===== src/hdl/udrf_pkg.sv =====
// Shared types and constants for the dual-ring UART FIFO block.
// No dependencies; every other file of the block but udrf_ram refers to this package.
package udrf_pkg;

    localparam int RX_DEPTH = 256;
    localparam int TX_DEPTH = 256;
    localparam int RX_AW    = $clog2(RX_DEPTH);
    localparam int TX_AW    = $clog2(TX_DEPTH);
    localparam int DATA_W   = 8;
    localparam int CMD_W    = 2;

    typedef enum logic [CMD_W-1:0] {
        CMD_RX_BYTE  = 2'd0,
        CMD_POP      = 2'd1,
        CMD_PUSH     = 2'd2,
        CMD_TX_READY = 2'd3
    } t_cmd;

    // Result fields that travel from the decode stage to the output register.
    typedef struct packed {
        logic from_tx;
        logic data_valid;
        logic accepted;
        logic rx_notify;
        logic tx_irq_enabled;
    } t_result_ctl;

endpackage


===== src/hdl/udrf_stream_if.sv =====
// Valid/ready channel interfaces for the command input and the result output.
// Depends on udrf_pkg for the field widths.
interface udrf_in_if;
    logic                             valid;
    logic                             ready;
    logic [udrf_pkg::CMD_W-1:0]       command;
    logic [udrf_pkg::DATA_W-1:0]      data_in;

    modport source (output valid, output command, output data_in, input ready);
    modport sink   (input valid, input command, input data_in, output ready);
endinterface

interface udrf_out_if;
    logic                             valid;
    logic                             ready;
    logic [udrf_pkg::DATA_W-1:0]      data_out;
    logic                             data_valid;
    logic                             accepted;
    logic                             rx_notify;
    logic                             tx_irq_enabled;

    modport source (output valid, output data_out, output data_valid, output accepted,
                    output rx_notify, output tx_irq_enabled, input ready);
    modport sink   (input valid, input data_out, input data_valid, input accepted,
                    input rx_notify, input tx_irq_enabled, output ready);
endinterface


===== src/hdl/udrf_ram.sv =====
// Generic simple dual-port RAM: one write port, one read port, registered read data.
// No dependencies.
module udrf_ram #(
    parameter int DEPTH = 256,
    parameter int WIDTH = 8
) (
    input  logic                     i_clk,
    input  logic                     i_we,
    input  logic [$clog2(DEPTH)-1:0] i_waddr,
    input  logic [WIDTH-1:0]         i_wdata,
    input  logic                     i_re,
    input  logic [$clog2(DEPTH)-1:0] i_raddr,
    output logic [WIDTH-1:0]         o_rdata
);

    logic [WIDTH-1:0] r_mem [DEPTH];
    logic [WIDTH-1:0] r_rdata;

    always_ff @(posedge i_clk) begin
        if (i_we) begin
            r_mem[i_waddr] <= i_wdata;
        end
        if (i_re) begin
            r_rdata <= r_mem[i_raddr];
        end
    end

    assign o_rdata = r_rdata;

endmodule


===== src/hdl/uart_dual_ring_fifo.sv =====
// Top level of the dual-ring UART FIFO: pointer control, command decode, output register.
// Depends on udrf_pkg, udrf_stream_if.sv and udrf_ram.
//
// Usage. Commands arrive on i_in, one transaction per command: a received byte, a pop of
// the receive ring, a push into the transmit ring, or a transmitter-ready event. Every
// command produces exactly one result transaction on o_out, in command order.
// i_cfg_we with i_cfg_wdata sets the notify enable; write it only while the block is idle.
//
// Operation. A command is decoded in the cycle it is accepted: at that edge the ring
// pointers and the transmit interrupt enable update, a stored byte is written to its
// ring RAM, a pop or transmit read is registered by the RAM, and the result enters the
// decode stage register. The result and the RAM read data then move into the output
// register when it is free. One command per clock is sustained while the receiver does
// not stall o_out, since each RAM read port is used once per command and the pointers
// move at accept time.
//
// Each ring keeps one slot empty, so it holds at most depth minus one bytes. The RAMs
// need no clearing: only entries between the read and write pointers are ever read.
// Reset (synchronous, active low) clears the pointers, the interrupt enable, the notify
// enable and both valid flags of the pipeline. When the receiver stalls o_out, the result
// holds, the decode stage fills, and i_in.ready then drops until the output drains.
module uart_dual_ring_fifo (
    input  logic                          i_clk,
    input  logic                          i_rst_n,
    udrf_in_if.sink                       i_in,
    udrf_out_if.source                    o_out,
    input  logic                          i_cfg_we,
    input  logic                          i_cfg_wdata
);

    localparam int RX_AW  = udrf_pkg::RX_AW;
    localparam int TX_AW  = udrf_pkg::TX_AW;
    localparam int DATA_W = udrf_pkg::DATA_W;

    // Ring pointers and control state.
    logic [RX_AW-1:0] r_rx_wr, r_rx_rd;
    logic [TX_AW-1:0] r_tx_wr, r_tx_rd;
    logic [RX_AW-1:0] rx_wr_nxt, rx_rd_nxt;
    logic [TX_AW-1:0] tx_wr_nxt, tx_rd_nxt;
    logic             r_tx_irq, n_tx_irq;
    logic             r_notify_en;

    // Decode stage and output register.
    logic                   r_s1_valid;
    udrf_pkg::t_result_ctl  r_s1_ctl, n_s1_ctl;
    logic                   r_out_valid;
    udrf_pkg::t_result_ctl  r_out_ctl;
    logic [DATA_W-1:0]      r_out_data;

    logic              accept, out_free, s1_move;
    logic              rx_full, rx_empty, tx_full, tx_empty;
    logic              rx_we, rx_re, tx_we, tx_re;
    logic [DATA_W-1:0] rx_rdata, tx_rdata;
    udrf_pkg::t_cmd    cmd;

    assign cmd = udrf_pkg::t_cmd'(i_in.command);

    // Advance modulo depth; depth need not be a power of two.
    assign rx_wr_nxt = (r_rx_wr == RX_AW'(udrf_pkg::RX_DEPTH - 1)) ? '0 : r_rx_wr + RX_AW'(1);
    assign rx_rd_nxt = (r_rx_rd == RX_AW'(udrf_pkg::RX_DEPTH - 1)) ? '0 : r_rx_rd + RX_AW'(1);
    assign tx_wr_nxt = (r_tx_wr == TX_AW'(udrf_pkg::TX_DEPTH - 1)) ? '0 : r_tx_wr + TX_AW'(1);
    assign tx_rd_nxt = (r_tx_rd == TX_AW'(udrf_pkg::TX_DEPTH - 1)) ? '0 : r_tx_rd + TX_AW'(1);

    assign rx_full  = (rx_wr_nxt == r_rx_rd);
    assign rx_empty = (r_rx_rd == r_rx_wr);
    assign tx_full  = (tx_wr_nxt == r_tx_rd);
    assign tx_empty = (r_tx_rd == r_tx_wr);

    // The output register is free when empty or being drained this cycle. The decode
    // stage can take a new command when it is empty or is moving into the output.
    assign out_free   = !r_out_valid || o_out.ready;
    assign s1_move    = r_s1_valid && out_free;
    assign i_in.ready = !r_s1_valid || out_free;
    assign accept     = i_in.valid && i_in.ready;

    // Command decode: every decision is made from the pointers at acceptance time.
    always_comb begin
        rx_we    = 1'b0;
        rx_re    = 1'b0;
        tx_we    = 1'b0;
        tx_re    = 1'b0;
        n_tx_irq = r_tx_irq;
        n_s1_ctl = '0;
        case (cmd)
            udrf_pkg::CMD_RX_BYTE: begin
                rx_we              = !rx_full;
                n_s1_ctl.accepted  = !rx_full;
                n_s1_ctl.rx_notify = r_notify_en;
            end
            udrf_pkg::CMD_POP: begin
                rx_re               = !rx_empty;
                n_s1_ctl.data_valid = !rx_empty;
            end
            udrf_pkg::CMD_PUSH: begin
                tx_we             = !tx_full;
                n_s1_ctl.accepted = !tx_full;
                if (!tx_full) begin
                    n_tx_irq = 1'b1;
                end
            end
            udrf_pkg::CMD_TX_READY: begin
                if (r_tx_irq) begin
                    if (tx_empty) begin
                        n_tx_irq = 1'b0;
                    end else begin
                        tx_re               = 1'b1;
                        n_s1_ctl.data_valid = 1'b1;
                        n_s1_ctl.from_tx    = 1'b1;
                    end
                end
            end
            default: begin
                n_s1_ctl = '0;
            end
        endcase
        n_s1_ctl.tx_irq_enabled = n_tx_irq;
    end

    udrf_ram #(.DEPTH(udrf_pkg::RX_DEPTH), .WIDTH(DATA_W)) u_rx_ram (
        .i_clk   (i_clk),
        .i_we    (accept && rx_we),
        .i_waddr (r_rx_wr),
        .i_wdata (i_in.data_in),
        .i_re    (accept && rx_re),
        .i_raddr (r_rx_rd),
        .o_rdata (rx_rdata)
    );

    udrf_ram #(.DEPTH(udrf_pkg::TX_DEPTH), .WIDTH(DATA_W)) u_tx_ram (
        .i_clk   (i_clk),
        .i_we    (accept && tx_we),
        .i_waddr (r_tx_wr),
        .i_wdata (i_in.data_in),
        .i_re    (accept && tx_re),
        .i_raddr (r_tx_rd),
        .o_rdata (tx_rdata)
    );

    // Control state: pointers, enables and pipeline valid flags.
    always_ff @(posedge i_clk) begin
        if (!i_rst_n) begin
            r_rx_wr     <= '0;
            r_rx_rd     <= '0;
            r_tx_wr     <= '0;
            r_tx_rd     <= '0;
            r_tx_irq    <= 1'b0;
            r_notify_en <= 1'b0;
            r_s1_valid  <= 1'b0;
            r_out_valid <= 1'b0;
        end else begin
            if (i_cfg_we) begin
                r_notify_en <= i_cfg_wdata;
            end
            if (accept) begin
                if (rx_we) begin
                    r_rx_wr <= rx_wr_nxt;
                end
                if (rx_re) begin
                    r_rx_rd <= rx_rd_nxt;
                end
                if (tx_we) begin
                    r_tx_wr <= tx_wr_nxt;
                end
                if (tx_re) begin
                    r_tx_rd <= tx_rd_nxt;
                end
                r_tx_irq <= n_tx_irq;
            end
            if (accept) begin
                r_s1_valid <= 1'b1;
            end else if (s1_move) begin
                r_s1_valid <= 1'b0;
            end
            if (s1_move) begin
                r_out_valid <= 1'b1;
            end else if (o_out.ready) begin
                r_out_valid <= 1'b0;
            end
        end
    end

    // Payload registers. The RAM read data is stable while the decode stage waits,
    // because no new read is issued until the stage moves on.
    always_ff @(posedge i_clk) begin
        if (accept) begin
            r_s1_ctl <= n_s1_ctl;
        end
        if (s1_move) begin
            r_out_ctl <= r_s1_ctl;
            if (!r_s1_ctl.data_valid) begin
                r_out_data <= '0;
            end else if (r_s1_ctl.from_tx) begin
                r_out_data <= tx_rdata;
            end else begin
                r_out_data <= rx_rdata;
            end
        end
    end

    assign o_out.valid          = r_out_valid;
    assign o_out.data_out       = r_out_data;
    assign o_out.data_valid     = r_out_ctl.data_valid;
    assign o_out.accepted       = r_out_ctl.accepted;
    assign o_out.rx_notify      = r_out_ctl.rx_notify;
    assign o_out.tx_irq_enabled = r_out_ctl.tx_irq_enabled;

endmodule


===== src/flat_wrapper.sv =====
// flat-port wrapper written by rule: the top's interface ports become plain ports
module uart_dual_ring_fifo_flat 
  (i_clk, i_rst_n, i_cfg_we, i_cfg_wdata, i_in_valid, i_in_command, i_in_data_in, i_in_ready, o_out_valid, o_out_data_out, o_out_data_valid, o_out_accepted, o_out_rx_notify, o_out_tx_irq_enabled, o_out_ready);
  udrf_in_if i_in_i ();
  udrf_out_if o_out_i ();
  input  logic i_clk;
  input  logic i_rst_n;
  input  logic i_cfg_we;
  input  logic i_cfg_wdata;
  input wire logic [$bits(i_in_i.valid)-1:0] i_in_valid;
  input wire logic [$bits(i_in_i.command)-1:0] i_in_command;
  input wire logic [$bits(i_in_i.data_in)-1:0] i_in_data_in;
  output wire logic [$bits(i_in_i.ready)-1:0] i_in_ready;
  output wire logic [$bits(o_out_i.valid)-1:0] o_out_valid;
  output wire logic [$bits(o_out_i.data_out)-1:0] o_out_data_out;
  output wire logic [$bits(o_out_i.data_valid)-1:0] o_out_data_valid;
  output wire logic [$bits(o_out_i.accepted)-1:0] o_out_accepted;
  output wire logic [$bits(o_out_i.rx_notify)-1:0] o_out_rx_notify;
  output wire logic [$bits(o_out_i.tx_irq_enabled)-1:0] o_out_tx_irq_enabled;
  input wire logic [$bits(o_out_i.ready)-1:0] o_out_ready;
  assign i_in_i.valid = i_in_valid;
  assign i_in_i.command = i_in_command;
  assign i_in_i.data_in = i_in_data_in;
  assign i_in_ready = i_in_i.ready;
  assign o_out_valid = o_out_i.valid;
  assign o_out_data_out = o_out_i.data_out;
  assign o_out_data_valid = o_out_i.data_valid;
  assign o_out_accepted = o_out_i.accepted;
  assign o_out_rx_notify = o_out_i.rx_notify;
  assign o_out_tx_irq_enabled = o_out_i.tx_irq_enabled;
  assign o_out_i.ready = o_out_ready;
  uart_dual_ring_fifo u_core (.i_clk(i_clk), .i_rst_n(i_rst_n), .i_in(i_in_i), .o_out(o_out_i), .i_cfg_we(i_cfg_we), .i_cfg_wdata(i_cfg_wdata));
endmodule

===== config.mk =====
export PLATFORM = sky130hd
export DESIGN_NAME = uart_dual_ring_fifo_flat
export DESIGN_NICKNAME = d
export VERILOG_FILES = /design/src/hdl/udrf_pkg.sv /design/src/hdl/udrf_stream_if.sv /design/src/hdl/udrf_ram.sv /design/src/hdl/uart_dual_ring_fifo.sv /design/src/flat_wrapper.sv
export SDC_FILE = /design/constraint.sdc
export NUM_CORES = 2
export LEC_CHECK = 0
export BUFFER_PORTS_ARGS = -buffer_cell sky130_fd_sc_hd__buf_4
export CAP_MARGIN = 25
export CORE_UTILIZATION = 60
export DETAILED_ROUTE_END_ITERATION = 6
export HOLD_SLACK_MARGIN = 0.1
export PLACE_DENSITY = 0.74
export SLEW_MARGIN = 10
export SYNTH_ARGS = -nofsm -noshare
export SYNTH_HDL_FRONTEND = slang
export SYNTH_HIERARCHICAL = 1
export SYNTH_SLANG_ARGS = --single-unit

===== constraint.sdc =====
create_clock -name i_clk -period 3.8 [get_ports i_clk]
set_input_delay 0.38 -clock i_clk [delete_from_list [all_inputs] [get_ports i_clk]]
set_output_delay 0.38 -clock i_clk [all_outputs]
set_load 0.05 [all_outputs]

; After elaboration in Yosys (flattened, before gate mapping)
; Memories as Yosys holds them, arrays and structs flattened. A register that Yosys moved wholly into a read port is not among the register bits.
; Index checks and enable logic that the tools add are counted.
[totals]
reg_bits = 53
ram_bits = 4096
out_inout_bits = 14
word_cells = 81
memories = 2
[op_classes]
add_sub_neg = 4
n_eq_ne = 11
mux = 25
n_reduce_logical = 21
[mem_list]
columns = name, depth, word_bits, read_ports, rd_clocked_by_memory_dff, wr, line_no
row1 = u_core.u_rx_ram.r_mem, 256, 8, 1, 1, 1, udrf_ram.sv:16  ; logic [WIDTH-1:0] r_mem [DEPTH];
row2 = u_core.u_tx_ram.r_mem, 256, 8, 1, 1, 1, udrf_ram.sv:16
[op_table]
columns = cell, count
row1 = 2-to-1 mux 8 bit, 5
row2 = "adder 8 x 1 -> 8 bit, second input constant", 4
row3 = == test 8 bit, 4
row4 = "== test 8 bit, second input constant", 4
row5 = 2-to-1 mux 1 bit, 16
row6 = AND reduction 2 bit, 5
row7 = logical AND 1 bit, 6
row8 = one-hot mux 1 bit (2 select lines), 3
row9 = logical NOT 1 bit, 5
row10 = "== test 2 bit, second input constant", 2
row11 = nonzero test 2 bit, 2
row12 = "== test 2 x 1 -> 1 bit, second input constant", 1
row13 = logical NOT 2 bit, 1
row14 = logical OR 1 bit, 2
row15 = 2-to-1 mux 2 bit, 1

; Logic depth before layout (Yosys ltp)
[depth]
depth_word = 8
ltp_mapped = 14
depth_no_buf = 9

; Cells and area by module
; Netlist, hierarchy kept.
[modules_own_cells]
columns = module, n_inst, cells_each, area_each_um2
row1 = udrf_ram, 2, 3733, 79636.4
row2 = uart_dual_ring_fifo, 1, 363, 3236.9

; Least setup slack after synthesis
; No wires, ideal clock.
[synth_path]
kind = flip-flop to flip-flop
startpoint = register u_core.r_out_valid, in the netlist u_core/o_out.valid
endpoint = memory u_core.u_rx_ram.r_mem[234][0] (enable)
setup_ns = 0.370
t_arrival_ns = 3.211
required_time_ns = 3.430
setup_slack_ns = 0.219
stages_incl_launch_ff = 12
period_less_slack_ns = 3.581
cell_sequence = dfxtp_1 -> nand3b_1 -> nand2_1 -> inv_1 -> nand3_1 -> buf_2 -> nor2_4 -> clkbuf_1 -> buf_1 -> nand3_1 -> clkbuf_1 -> nor2_1
[synth_between]
elab_chain_cells = 7
[synth_rtl]
columns = item, line_no
row1 = "start, declared", uart_dual_ring_fifo.sv:46  ; logic r_out_valid;
row2 = "start signal, assigned", uart_dual_ring_fifo.sv:149  ; r_out_valid <= 1'b0;
row3 = "start signal, assigned", uart_dual_ring_fifo.sv:175  ; r_out_valid <= 1'b1;
row4 = "start signal, assigned", uart_dual_ring_fifo.sv:177  ; r_out_valid <= 1'b0;
row5 = logical NOT 1 bit, uart_dual_ring_fifo.sv:71  ; assign out_free = !r_out_valid || o_out.ready;
row6 = logical OR 1 bit, uart_dual_ring_fifo.sv:71
row7 = logical OR 1 bit, uart_dual_ring_fifo.sv:73  ; assign i_in.ready = !r_s1_valid || out_free;
row8 = named net i_in_ready, flat_wrapper.sv:13  ; output wire logic [$bits(i_in_i.ready)-1:0] i_in_ready;
row9 = logical AND 1 bit, uart_dual_ring_fifo.sv:74  ; assign accept = i_in.valid && i_in.ready;
row10 = named net u_core.accept, uart_dual_ring_fifo.sv:50  ; logic accept, out_free, s1_move;
row11 = logical AND 1 bit, uart_dual_ring_fifo.sv:121  ; .i_we (accept && rx_we),
row12 = 2-to-1 mux 1 bit, udrf_ram.sv:20  ; if (i_we) begin
row13 = 2-to-1 mux 1 bit (implied by the code), udrf_ram.sv:21  ; r_mem[i_waddr] <= i_wdata;
row14 = "end, declared", udrf_ram.sv:16
; The timed path passes the listed nets, and every way through them passes these cells.

; Worst setup path after layout
[layout_path]
startpoint = register u_core.r_rx_rd[1]
endpoint = register u_core.u_rx_ram.r_rdata[3], in the netlist u_core/u_rx_ram/o_rdata[3], read port of u_core.u_rx_ram.r_mem (data pin)
[layout_between]
elab_chain_cells = 4
[layout_rtl]
columns = item, line_no
row1 = "start, declared", uart_dual_ring_fifo.sv:36  ; logic [RX_AW-1:0] r_rx_wr, r_rx_rd;
row2 = "start signal, assigned", uart_dual_ring_fifo.sv:159  ; r_rx_rd <= rx_rd_nxt;
row3 = == test 8 bit, uart_dual_ring_fifo.sv:65  ; assign rx_empty = (r_rx_rd == r_rx_wr);
row4 = logical NOT 1 bit, uart_dual_ring_fifo.sv:91  ; rx_re = !rx_empty;
row5 = 2-to-1 mux 1 bit, uart_dual_ring_fifo.sv:84  ; case (cmd)
row6 = logical AND 1 bit, uart_dual_ring_fifo.sv:124  ; .i_re (accept && rx_re),
row7 = "end, declared", udrf_ram.sv:17  ; logic [WIDTH-1:0] r_rdata;
; Parallel ways exist; a longest one is shown, timed or not.
; A chain may end at the register's enable or synchronous reset.

==> metrics.txt <==
status=finished with violations; violated checks=DRC; startpoint types=flip-flop; final setup TNS=0 ns; CP Data Required Time=4.44 ns; clk_lat worst skew=0.94 ns; asr flop ratio synth=0%; Cell Pwr Density=505 nW/um^2; IO Port Bufs=29; Tmin final=3.68 ns; GRT Total Usage=29.7%; clock sink total=4165; Total Power=91800 uW; Gate power share=1.7%; GRT overflow=0; die width=522 um; WL/cell=33.4 um; Initial Utilization=60.5%; Die Area=273000 um^2; global placement routability congestion=0.929; Final setup viols=0; area leader, netlist=edfxtp_1; top_reg_cell synth=edfxtp_1; Hold Crit Class=input port to flip-flop; clock slew at reported path FFs=0.06 ns; initial antenna violation count=8; Seq/Total Area, Yosys=76.7%; vias in the first global route=83400; Post-Syn Area=163000 um^2; Unique masters post-synth=85; Max-Slew Margin vs Limit=26.2%; Syn Inst Count=7829; # rows=190; Synthesis Warnings=6; max cap viols=0; Multi-input gate area=34900 um^2; CTS Buf Count=403; Avg Cell Area, Syn=20.8 um^2; DP Cell Count=11300; Seq cells post-synth=4165; Static Leak=0.0544 uW; H-tree levels=5; # fillers=16100; post-synthesis net count=7849; Vias=84100; Area Growth Syn to Fin=12.0%; GR Util met3=7.48%; final wirelength=404000 um; FF/Latch Area=125000 um^2; RSZ-0062 raised after global routing=true; Arrival @ worst endpoint=4.32 ns; residual DRC count=5; Synth top area share=76.3%; core area=269000 um^2; Root Driver=clkbuf_16; DP HPWL=248000 um; I/O pin count=30; CTS tree=done; Starting DRT DRC Count=12300; Nets=8236; Die H=522 um; Tightest Pin Transition=1.10 ns; Worst setup EP type=flip-flop; Clk pwr share=43.2%; switch share=19.8%; fraction of layout cells with a size suffix above 1=24.0%; max-slew violation count=0; Crit Path Max Fanout=68; number of synthesized flops with an enable pin=4129; internal power=73600 uW; largest net degree at the start of global routing=142; period utilization=96.9%; f_max=272 MHz; Crit Path Category=flip-flop to flip-flop; grt met1 use=42.6%; first-pass iteration count of the detailed router=7; met2 usage=45.2%; vias per inst=6.95; Hold Fails Final Rpt=0; top post-synthesis cells by area=edfxtp_1 76%, mux4_2 13%, mux2i_1 1.7%; Seq pwr share=55.0%; Post-DRT Antenna Nets=0; VDD IR max=0.355 mV; first-pass GRT wire length=584000 um; CTS max path bufs=4; post-route cell area=182000 um^2; fin cells=12100; Most Crowded Layer GR=met2; Sw Pwr=18200 uW; skew final=0.0651 ns; Cell Area, Placed=169000 um^2
-- power groups by stage --
stage | combinational [uW] | sequential [uW] | clock (uW)
4_1_cts | 1600 | 50500 | 40100
3_5_place_dp | 1590 | 51500 | 0
6_report | 1610 | 50500 | 39700
3_3_place_gp | 1540 | 51500 | 0
5_1_grt | 1680 | 50500 | 41700
2_1_floorplan | 481 | 51500 | 0
-- state kept, by name (all words and copies together) (netlist names) --
name and flops:
u_core/r_tx_irq 1, u_core/u_rx_ram/r_mem 2048, u_core/r_tx_wr 8, u_core/r_rx_wr 8
u_core/o_out.valid 1, u_core/o_out.data_out 8, u_core/r_tx_rd 8, u_core/o_out.tx_irq_enabled 1
u_core/r_s1_ctl 5, u_core/u_tx_ram/o_rdata 8, u_core/u_tx_ram/r_mem 2048, u_core/u_rx_ram/o_rdata 8
u_core/o_out.rx_notify 1, u_core/r_notify_en 1, u_core/o_out.data_valid 1, u_core/o_out.accepted 1
u_core/r_s1_valid 1, u_core/r_rx_rd 8
-- metrics by stage --
stage	hold slack, ns	util [%]	setup slack, ns
after global placement	0.473	62.7	-0.412
after detailed placement	0.491	62.8	0.00313
after CTS	0.262	67.7	0.0657
after global routing	0.368	67.7	-0.0388
after floorplan	0.400	-	0.219
final	0.349	67.7	0.119
-- routing by layer --
layer | share of wire [%] | wire length [um]
met5 | 0.031 | 126
met4 | 3.6 | 14600
met3 | 12 | 49600
met2 | 47 | 188000
met1 | 37 | 151000
-- cell usage after synthesis (7+ instances only) --
cell type / instances
xnor2_1: 12
nand2_1: 89
mux2i_1: 281
dfxtp_1: 36
nor2b_1: 74
and3_1: 8
nor4_2: 7
o221ai_1: 92
or3_1: 8
a22o_1: 17
o32ai_1: 9
buf_6: 44
o22ai_1: 56
o211ai_1: 23
clkbuf_1: 234
o22a_1: 10
nand4_1: 30
and2_1: 15
nand2b_1: 18
or2_2: 8
buf_2: 74
edfxtp_1: 4129
a221oi_1: 26
a22oi_1: 267
o21ai_0: 27
a21oi_1: 214
buf_4: 56
buf_12: 16
xor2_1: 23
a211oi_1: 34
nor2_1: 591
buf_1: 44
o21ai_1: 11
nand3_1: 90
mux4_2: 908
nor4_1: 52
buf_8: 26
inv_1: 15
nor3_1: 53
-- worst max-delay path, cell delays in order (launching register included) --
cell      delay (ns)
dfxtp_4         0.71
buf_12          0.40
mux4_2          0.39
a22o_1          0.26
a221oi_1        0.53
o221ai_1        0.35
a211oi_2        0.55
nor4_1          0.10
-- cells in the final DEF, fill, tap and decap left out, drive strengths merged, types with 28 or more instances in the layout --
cell / netlist / routed
clkbuf: 235 / 459
o21ai: 38 / 38
o221ai: 94 / 94
nor4: 59 / 59
nand3: 91 / 91
nor2: 592 / 592
mux2i: 281 / 281
nand2: 90 / 90
edfxtp: 4129 / 4129
a22oi: 267 / 267
dfxtp: 36 / 36
nor2b: 74 / 74
bufinv: 0 / 44
a211oi: 34 / 34
o22ai: 56 / 56
clkinv: 2 / 194
a221oi: 28 / 28
nand4: 30 / 30
buf: 260 / 460
mux4: 912 / 912
nor3: 55 / 55
a21oi: 214 / 214
-- path summary, 6_finish.rpt --
path	start	endpoint	slack [ns]	depth (start not counted)
worst max-delay path	u_core/r_rx_rd[1]$_SDFFE_PN0P_	u_core/u_rx_ram/o_rdata[3]$_DFFE_PP_	0.12	7
worst max register to register	u_core/r_rx_rd[1]$_SDFFE_PN0P_	u_core/u_rx_ram/o_rdata[3]$_DFFE_PP_	0.12	7
worst min register to register	u_core/r_s1_valid$_SDFFE_PN0P_	u_core/o_out.valid$_SDFFE_PN0P_	0.51	2
worst min-delay path	o_out_ready	u_core/o_out.valid$_SDFFE_PN0P_	0.35	5
-- cell type report --
class / count / share of cell area, %
diodes: 1 / 0.00138
clock buffers: 459 / 5.73
clock inverters: 272 / 1.46
inverters: 17 / 0.0371
multi-input cells: 3152 / 19.2
flip-flops and latches: 4165 / 68.6
well taps: 3552 / 2.44
repair buffers: 477 / 2.60
-- timing repair --
item / in CTS / in global routing
hold endpoints to repair: 542 / 0
setup buffers: 0 / 3
cloned: 0 / 0
gates resized for setup: 1 / 28
endpoints found under the setup margin: 1 / 864
hold buffers: 17 / 0
-- kinds of logic after synthesis --
kind of cell / Yosys count / share of synthesized area, %
flip-flops: 4165 / 76.7
multiplexers: 1195 / 14.4
AND/OR/NAND/NOR: 1080 / 3.09
AO/OA/AOI/OAI: 838 / 3.65
buffers and inverters: 512 / 1.91
XOR/XNOR: 35 / 0.189
adder cells (fa/ha/maj): 4 / 0.0308
(Power assumes the default switching activity.)
